==> config.mk <==
export PLATFORM = sky130hd
export DESIGN_NAME = dhtu_ctrl
export DESIGN_NICKNAME = d
export VERILOG_FILES = /design/src/rtl/dhtu_pkg.sv /design/src/rtl/dhtu_ctrl.sv
export SDC_FILE = /design/constraint.sdc
export NUM_CORES = 1
export LEC_CHECK = 0
export BUFFER_PORTS_ARGS = -buffer_cell sky130_fd_sc_hd__buf_2
export CAP_MARGIN = 20
export CORE_AREA = 2 2 39 41
export CTS_CLUSTER_SIZE = 25
export DETAILED_ROUTE_END_ITERATION = 7
export DIE_AREA = 0 0 41 43
export SYNTH_ARGS = -nofsm -noshare
export SYNTH_HDL_FRONTEND = slang
export SYNTH_SLANG_ARGS = --single-unit
==> constraint.sdc <==
create_clock -name clk_i -period 1.5 [get_ports clk_i]
set_input_delay 0.075 -clock clk_i [delete_from_list [all_inputs] [get_ports clk_i]]
set_output_delay 0.075 -clock clk_i [all_outputs]
set_load 0.005 [all_outputs]
==> src/rtl/dhtu_pkg.sv <==
`default_nettype none
package dhtu_pkg;

  typedef enum logic [1:0] {
    KIND_NONE,
    KIND_ADC,
    KIND_FLOW,
    KIND_SCALER
  } kind_e;

  typedef enum logic [2:0] {
    ERR_OK,
    ERR_HEADER,
    ERR_TIME,
    ERR_BOARD,
    ERR_WAVE,
    ERR_CODE,
    ERR_TYPE
  } err_e;

  typedef enum logic [1:0] {
    TYPE_INVALID,
    TYPE_WAVE,
    TYPE_INFO,
    TYPE_ADC
  } dtype_e;

  localparam logic       OP_HEADER = 1'b0;

  localparam logic [15:0] TAG_A = 16'h03e1;
  localparam logic [15:0] TAG_B = 16'h04e1;
  localparam logic [15:0] TAG_C = 16'h05e1;
  localparam logic [15:0] TAG_D = 16'h06e1;

  localparam logic [3:0] INFO_PAUSE  = 4'd2;
  localparam logic [3:0] INFO_RESUME = 4'd3;
  localparam logic [3:0] INFO_MID    = 4'd4;
  localparam logic [3:0] INFO_HIGH   = 4'd5;
  localparam logic [3:0] INFO_DISC   = 4'd6;
  localparam logic [3:0] INFO_SCALER = 4'd8;

  localparam logic [1:0] SCALER_REPORT_SLOT = 2'd2;

  localparam logic       CFG_SPACING    = 1'b0;
  localparam logic       CFG_WARN_LIMIT = 1'b1;

  localparam logic [15:0] SPACING_RESET    = 16'd2000;
  localparam logic [7:0]  WARN_LIMIT_RESET = 8'd16;

  typedef struct packed {
    kind_e       kind;
    err_e        err;
    logic        warn;
    logic [63:0] raw_time;
    logic [63:0] slow_time;
    logic [63:0] disc_time;
    logic [63:0] value;
    logic [6:0]  board;
    logic [5:0]  channel;
    logic        vernier;
    logic        gain_range;
    logic        paused;
  } rec_t;

  typedef struct packed {
    logic       capture;
    logic       exec;
    logic       corr;
    logic       sweep;
    logic       sweep_last;
    logic [3:0] sweep_idx;
    logic       load_out;
  } cmd_t;

  typedef struct packed {
    logic adc_ok;
    logic disc_ok;
    logic out_busy;
  } stat_t;

endpackage
`default_nettype wire

==> src/rtl/dhtu_ctrl.sv <==
`default_nettype none
module dhtu_ctrl (
  input  wire            clk_i,
  input  wire            rst_ni,
  input  wire            in_valid_i,
  output logic           in_stall_o,
  input  dhtu_pkg::stat_t stat_i,
  output dhtu_pkg::cmd_t  cmd_o
);
  import dhtu_pkg::*;

  typedef enum logic [2:0] {
    S_IDLE,
    S_READ,
    S_EXEC,
    S_CORR,
    S_SWEEP,
    S_FINISH
  } state_e;

  state_e     state_q;
  logic [3:0] idx_q;

  always_ff @(posedge clk_i or negedge rst_ni) begin
    if (!rst_ni) begin
      state_q <= S_IDLE;
      idx_q   <= 4'd0;
    end else begin
      case (state_q)
        S_IDLE: begin
          if (in_valid_i) state_q <= S_READ;
        end
        S_READ: state_q <= S_EXEC;
        S_EXEC: begin
          idx_q <= 4'd0;
          if (stat_i.adc_ok) state_q <= S_CORR;
          else if (stat_i.disc_ok) state_q <= S_SWEEP;
          else state_q <= S_FINISH;
        end
        S_CORR: state_q <= S_FINISH;
        S_SWEEP: begin
          idx_q <= idx_q + 4'd1;
          if (idx_q == 4'hf) state_q <= S_FINISH;
        end
        S_FINISH: begin
          if (!stat_i.out_busy) state_q <= S_IDLE;
        end
        default: state_q <= S_IDLE;
      endcase
    end
  end

  always_comb begin
    in_stall_o        = (state_q != S_IDLE);
    cmd_o             = '0;
    cmd_o.capture     = (state_q == S_IDLE) && in_valid_i;
    cmd_o.exec        = (state_q == S_EXEC);
    cmd_o.corr        = (state_q == S_CORR);
    cmd_o.sweep       = (state_q == S_SWEEP);
    cmd_o.sweep_last  = (state_q == S_SWEEP) && (idx_q == 4'hf);
    cmd_o.sweep_idx   = idx_q;
    cmd_o.load_out    = (state_q == S_FINISH) && !stat_i.out_busy;
  end

`ifndef SYNTHESIS
  a_read_exec: assert property (@(posedge clk_i) disable iff (!rst_ni)
    state_q == S_READ |=> state_q == S_EXEC) else $error("read not followed by exec");
  a_accept: assert property (@(posedge clk_i) disable iff (!rst_ni)
    (in_valid_i && state_q == S_IDLE) |=> state_q == S_READ) else $error("item lost");
  a_sweep_start: assert property (@(posedge clk_i) disable iff (!rst_ni)
    (state_q == S_EXEC && !stat_i.adc_ok && stat_i.disc_ok) |=>
      (state_q == S_SWEEP && idx_q == 4'd0)) else $error("sweep start");
  a_sweep_end: assert property (@(posedge clk_i) disable iff (!rst_ni)
    (state_q == S_SWEEP && idx_q == 4'hf) |=> state_q == S_FINISH) else $error("sweep end");
`endif

endmodule
`default_nettype wire

==> results.py, run 1 <==
metrics = {
    "timing": {
        "finalSetupViolCount": 0,
        "rsz0062_at_grt": "yes",
        "setup_ws_ns": 0.04010,
        "maxSlewViolCount": 0,
        "worst_pin_slew_ns": 0.2124,
        "max_freq_mhz": 685.0,
        "skew_ns": 0.004931,
        "fin_setup_tns_ns": 0,
        "slew_headroom": 0.8564,
        "finalCritPeriodShare": 0.9733,
        "period_needed_ns": 1.460,
        "hold_viol": 0,
    },
    "synthesis": {
        "ys.flop_type": "dfrtp_1",
        "synth_edf_count": 0,
        "synth_top_area_cell": "dfrtp_1",
        "syn_area_um2": 445.4,
        "ys_ff_latch": 7,
        "synth_cells": 45,
        "yosysUniqueCellTypes": 28,
        "synthTopCellsByArea": "dfrtp_1 39%, buf_6 5.1%, nor3b_1 5.1%, nor2_1 4.2%, clkinv_8 3.7%",
        "synth.avg_cell_area_um2": 9.898,
        "synth_nets": 52,
        "synthArstFlopShare": 1.000,
        "yosysWarnings": 0,
        "synth_top_area_share": 0.3933,
        "seq_area_frac_synth": 0.3933,
    },
    "critical_path": {
        "reg2reg_to": "idx_q[2]$_DFFE_PN0P_",
        "cp_slowest_cell": "or3_4",
        "rr_startpoint": "state_q[0]$_DFFE_PN0P_",
        "path_cells": "buf_6, or3_4, nor2_4, buf_2",
        "rrSetupSlack_ns": 0.14,
        "cp.required_ns": 1.42,
        "setup.worst_path.start_class": "flip-flop",
        "path_class": "flip-flop to primary output",
        "cp_slowest_stage_delay_ns": 0.40,
        "critPathArrivalTime_ns": 1.38,
        "reg2reg_depth": 4,
        "crit_fanout": 4,
        "critPathCaptureType": "primary output",
    },
    "hold_path": {
        "hp-start": "stat_i[0]",
        "holdPathEnd": "state_q[2]$_DFFE_PN0P_",
        "hold_path_class": "primary input to flip-flop",
        "hold_path_depth": 3,
    },
    "detailed_routing": {
        "wl_um": 894,
        "drt_iter0_markers": 4,
        "ant_nets": 0,
        "via_per_inst": 4.733,
        "drcViolationCount": 0,
        "drtPass1Iterations": 4,
        "wl_per_cell_um": 10.40,
        "vias": 407,
    },
    "floorplanning": {
        "fp.coreArea_um2": 1384,
        "die_w_um": 41,
        "fp-row-count": 14,
        "die_y_um": 43,
        "pin_count": 17,
        "die-area_um2": 1763,
        "initial_core_util": 0.3219,
    },
    "clock_tree": {
        "cts_root_buf": "clkbuf_4",
        "insertion_delay_ns": 0.25,
        "numCtsBuffers": 3,
        "cts_tree": "yes",
        "ctsLongestPathBuffers": 2,
        "clock_sinks": 7,
        "clk_pin_slew_ns": 0.05,
        "htreeDepth": 1,
    },
    "grt": {
        "grt_use_total": 0.1244,
        "antenna_found_initial": 0,
        "grt_pass1_wl_mm": 1.428,
        "grt_max_degree": 11,
        "first_global_vias": 342,
        "overflow": 0,
    },
    "final_layout": {
        "layout-drive-gt1-share": 0.4714,
        "area_delta_synth_final_pct": 42.70,
        "final_common_cell": "buf_2",
        "fillers": 143,
        "nets": 78,
        "layout_common_cells": "16 x buf_2, 7 x dfrtp_1, 4 x nor2_1, 4 x buf_4",
        "diodes": 0,
    },
    "place": {
        "hpwl_um": 649.8,
        "port_buffers": 16,
        "dp_slack_ns": 0.07794,
        "place_congestion": 0.7234,
    },
    "power_and_ir_drop": {
        "total_power_mw": 1.130,
        "power.leakage_nw": 0.3269,
        "ir_drop_mv": 0.9342,
        "powerDensity_nw_per_um2": 1778,
    },
    "status": {
        "status": "complete, no violations",
    },
    "flow_run": {
        "cap_violations": 0,
    },
}
routing by layer:
metal / vias up / wire, um / GRT usage
met1: 193 / 391 / 0.1447
met3: 0 / 35 / 0.09424
met2: 5 / 468 / 0.1813
met4: 0 / 0 / 0.02000
li1: 209 / - / -
met5: - / 0 / 0
per-stage QoR:
stage / area (um^2) / hold slack (ns) / utilization / instances
5_1_grt: 635.6 / 0.1548 / 0.4593 / 86
6_report: 635.6 / 0.1420 / 0.4593 / 86
3_5_place_dp: 549.3 / -0.08141 / 0.3969 / 78
4_1_cts: 591.8 / 0.1450 / 0.4277 / 83
2_1_floorplan: 445.4 / -0.2206 / - / 45
3_3_place_gp: 549.3 / -0.08402 / 0.3969 / 78
flip-flops by register name, indices dropped and copies added (netlist names):
name,cells
idx_q,4
state_q,3
critical path, delay by kind of cell (launching register included):
family | cells | cell delay, ns
AND/OR/NAND/NOR | 2 | 0.52
buffers and inverters | 2 | 0.23
flip-flops | 1 | 0.38
cell usage after synthesis, types with 2 or more instances:
| cell type | n |
|---|---|
| inv_1 | 2 |
| dfrtp_1 | 7 |
| nor2_1 | 5 |
| buf_6 | 2 |
| nand3_1 | 2 |
| nor3b_1 | 3 |
| nor2b_1 | 2 |
| nand2_1 | 2 |
power breakdown:
group,total (mW),leakage [nW],internal (mW),switching [mW]
logic,0.634,0.218,0.361,0.273
registers,0.329,0.0914,0.261,0.0683
clock network,0.167,0.0177,0.0973,0.0697
worst max-delay path by stage:
stage                      startpoint                   end  slack [ns]  cells past startpoint
3_3_place_gp   state_q[0]$_DFFE_PN0P_  idx_q[2]$_DFFE_PN0P_        0.09                      4
2_1_floorplan  state_q[1]$_DFFE_PN0P_  idx_q[2]$_DFFE_PN0P_        0.04                      6
3_5_place_dp   state_q[0]$_DFFE_PN0P_  idx_q[2]$_DFFE_PN0P_        0.08                      4
5_1_grt        state_q[2]$_DFFE_PN0P_              cmd_o[9]       -0.02                      4
6_report       state_q[2]$_DFFE_PN0P_              cmd_o[9]        0.04                      4
4_1_cts        state_q[0]$_DFFE_PN0P_              cmd_o[9]       -0.02                      4
area by class of cell:
| class | count | area, um^2 | share of cell area |
|---|---|---|---|
| inverter | 3 | 23.77 | 0.03740 |
| sequential | 7 | 175.2 | 0.2756 |
| tap | 16 | 20.02 | 0.03150 |
| multi-input combinational | 32 | 235.2 | 0.3701 |
| timing repair buffer | 24 | 153.9 | 0.2421 |
| clock inverter | 1 | 5.005 | 0.007874 |
| clock buffer | 3 | 22.52 | 0.03543 |
timing repair:
item / in CTS / in global routing
hold buffers: 1 / 0
hold endpoints to repair: 7 / 0
pin swaps: 0 / 2
setup buffers: 0 / 3
setup endpoints to repair: 2 / 1
gates resized for setup: 2 / 5
logic make-up (layout without fill, tap and decap cells):
family	count (synthesis)	after routing	share of synthesized area
muxes	2	2	0.04775
DFF	7	7	0.3933
AOI/OAI and AO/OA	6	6	0.1039
buffers and inverters	6	31	0.1124
adders and majority gates	1	1	0.02809
and+or+nand+nor	22	22	0.2950
xor gates and xnor gates	1	1	0.01967
Note: power is estimated with default switching activity, not from simulation.
==> run 2: changes to the inputs <==
Settings changed: ABC_AREA set to 1.
==> results.py, run 2 <==
metrics = {
    "detailed_routing": {
        "drcViolationCount": 0,
        "via_per_inst": 4.448,
        "drt_iter0_markers": 12,
        "ant_nets": 0,
        "drtPass1Iterations": 4,
        "vias": 427,
        "wl_um": 883,
        "wl_per_cell_um": 9.198,
    },
    "floorplanning": {
        "pin_count": 17,
        "fp-row-count": 14,
        "die-area_um2": 1763,
        "initial_core_util": 0.3156,
        "die_w_um": 41,
        "fp.coreArea_um2": 1384,
        "die_y_um": 43,
    },
    "grt": {
        "grt_max_degree": 8,
        "first_global_vias": 406,
        "overflow": 0,
        "grt_pass1_wl_mm": 1.545,
        "antenna_found_initial": 0,
        "grt_use_total": 0.1250,
    },
    "critical_path": {
        "critPathCaptureType": "primary output",
        "setup.worst_path.start_class": "flip-flop",
        "path_cells": "ha_1, nand3_1, nor2_1, buf_2",
        "cp_slowest_stage_delay_ns": 0.40,
        "crit_fanout": 5,
        "cp_top_family": "flip-flops",
        "path_class": "flip-flop to primary output",
        "critPathArrivalTime_ns": 1.21,
        "cp_slowest_cell": "dfrtp_1",
        "cp.required_ns": 1.42,
        "cp_num_buf_inv": 1,
    },
    "final_layout": {
        "ff_latch_area_um2": 175.2,
        "layout_common_cells": "16 x buf_2, 9 x inv_1, 9 x nand2_1, 9 x nor2_1, 7 x dfrtp_1",
        "fillers": 151,
        "multi_input_area_um2": 214.0,
        "layout-drive-gt1-share": 0.3250,
        "largest-register": "idx_q",
        "area_delta_synth_final_pct": 31.23,
        "nets": 88,
        "diodes": 0,
        "top_regs": "idx_q x4, state_q x3",
        "largest_register_ffs": 4,
        "final_common_cell": "buf_2",
    },
    "synthesis": {
        "yosysWarnings": 0,
        "ys_ff_latch": 7,
        "synth_cells": 59,
        "synth_top_area_share": 0.4011,
        "syn_area_um2": 436.7,
        "synthTopCellsByArea": "dfrtp_1 40%, inv_1 7.7%, nand2_1 7.7%, nor2_1 7.7%, nand3_1 6.9%",
        "synth_top_area_cell": "dfrtp_1",
        "synth_edf_count": 0,
        "yosysUniqueCellTypes": 19,
        "synth.avg_cell_area_um2": 7.401,
        "ys.flop_type": "dfrtp_1",
        "synth_common_cells": "9 x inv_1, 9 x nand2_1, 9 x nor2_1",
        "synthArstFlopShare": 1.000,
        "seq_area_frac_synth": 0.4011,
        "synth_nets": 66,
    },
    "place": {
        "port_buffers": 16,
        "hpwl_um": 721.5,
        "dp_slack_ns": 0.3959,
        "place_congestion": 0.7487,
    },
    "clock_tree": {
        "ctsResizeCount": 0,
        "insertion_delay_ns": 0.24,
        "clk_pin_slew_ns": 0.06,
        "ctsLongestPathBuffers": 2,
        "cts_tree": "yes",
        "htreeDepth": 1,
        "cts_root_buf": "clkbuf_4",
        "clock_sinks": 7,
        "numCtsBuffers": 3,
    },
    "timing": {
        "setup_ws_ns": 0.2159,
        "max_freq_mhz": 778.8,
        "maxSlewViolCount": 0,
        "slew_headroom": 0.8482,
        "period_needed_ns": 1.284,
        "worst_pin_slew_ns": 0.2277,
        "skew_ns": 0.003987,
        "hold_viol": 0,
        "finalCritPeriodShare": 0.8561,
        "finalSetupViolCount": 0,
        "rsz0062_at_grt": "no",
        "fin_setup_tns_ns": 0,
    },
    "power_and_ir_drop": {
        "netSwitchingFraction": 0.4496,
        "p_clk_frac": 0.151,
        "power_frac_seq": 0.344,
        "power_frac_comb": 0.505,
        "ir_drop_mv": 0.4911,
        "power.internal_mw": 0.6199,
        "powerDensity_nw_per_um2": 1965,
        "power.leakage_nw": 0.3397,
        "p_switching_mw": 0.5064,
    },
    "status": {
        "status": "complete, no violations",
    },
    "flow_run": {
        "cap_violations": 0,
    },
    "hold_path": {
        "hold_path_class": "primary input to flip-flop",
    },
}
## run 2: metal layers
metal | share of wire | global-route usage | vias up | wire length, um
met5 | 0 | 0 | - | 0
li1 | - | - | 228 | -
met2 | 0.50 | 0.1875 | 5 | 445
met4 | 0.0091 | 0.06000 | 0 | 8
met3 | 0.020 | 0.01571 | 2 | 18
met1 | 0.46 | 0.1694 | 192 | 410
## run 2: final cells by class
cell class              instances  area share
flip-flops and latches          7      0.3057
repair buffers                 17      0.1572
clock buffers                   4     0.04585
well taps                      16     0.03493
inverters                      12     0.08297
multi-input cells              40      0.3734
## run 2: stage by stage
stage | util | hold WS, ns | power [mW] | cells | cell area (um^2)
final | 0.4141 | 0.1757 | 1.126 | 96 | 573.1
after floorplan | - | -0.2206 | 0.7846 | 59 | 436.7
after global placement | 0.3879 | -0.08180 | 0.9585 | 91 | 536.8
after CTS | 0.4141 | 0.1684 | 1.140 | 96 | 573.1
after global routing | 0.4141 | 0.1886 | 1.266 | 96 | 573.1
after detailed placement | 0.3879 | -0.07436 | 0.9633 | 91 | 536.8
## run 2: worst paths after layout
| kind | start | end | slack [ns] | depth (start not counted) |
|---|---|---|---|---|
| max in group asynchronous | rst_ni | state_q[1]$_DFFE_PN0P_ | 1.14 | 2 |
| min reg2reg | idx_q[0]$_DFFE_PN0P_ | idx_q[0]$_DFFE_PN0P_ | 0.53 | 1 |
| max reg2reg | idx_q[0]$_DFFE_PN0P_ | state_q[0]$_DFFE_PN0P_ | 0.39 | 5 |
| min in group asynchronous | rst_ni | idx_q[3]$_DFFE_PN0P_ | 0.20 | 2 |
| max | idx_q[0]$_DFFE_PN0P_ | cmd_o[5] | 0.22 | 4 |
| min | stat_i[2] | state_q[1]$_DFFE_PN0P_ | 0.18 | 3 |
## run 2: worst reg2reg max path, delay by kind of cell, from the launching register on
kind / cells / cell delay, ns
AO/OA/AOI/OAI: 1 / 0.07
adder cells (fa/ha/maj): 1 / 0.24
flip-flops: 1 / 0.42
AND/OR/NAND/NOR: 3 / 0.26
## run 2: cell families after synthesis
family | after synthesis | synth area share
AO/OA/AOI/OAI | 8 | 0.09742
XOR/XNOR | 2 | 0.04012
adder cells (fa/ha/maj) | 1 | 0.02865
buffers and inverters | 12 | 0.1089
flip-flops | 7 | 0.4012
AND/OR/NAND/NOR | 29 | 0.3238
## run 2: repair_timing
action | 4_1_cts | 5_1_grt
endpoints found under the hold margin | 7 | 0
buffers inserted | 0 | 0
hold buffers | 1 | 0
## run 2: power groups by stage
stage | Sequential, mW | Clock (mW) | Combinational [mW]
2_1_floorplan | 0.378 | 0 | 0.407
3_3_place_gp | 0.386 | 0 | 0.572
3_5_place_dp | 0.390 | 0 | 0.573
4_1_cts | 0.386 | 0.176 | 0.577
5_1_grt | 0.406 | 0.190 | 0.671
6_report | 0.388 | 0.170 | 0.569
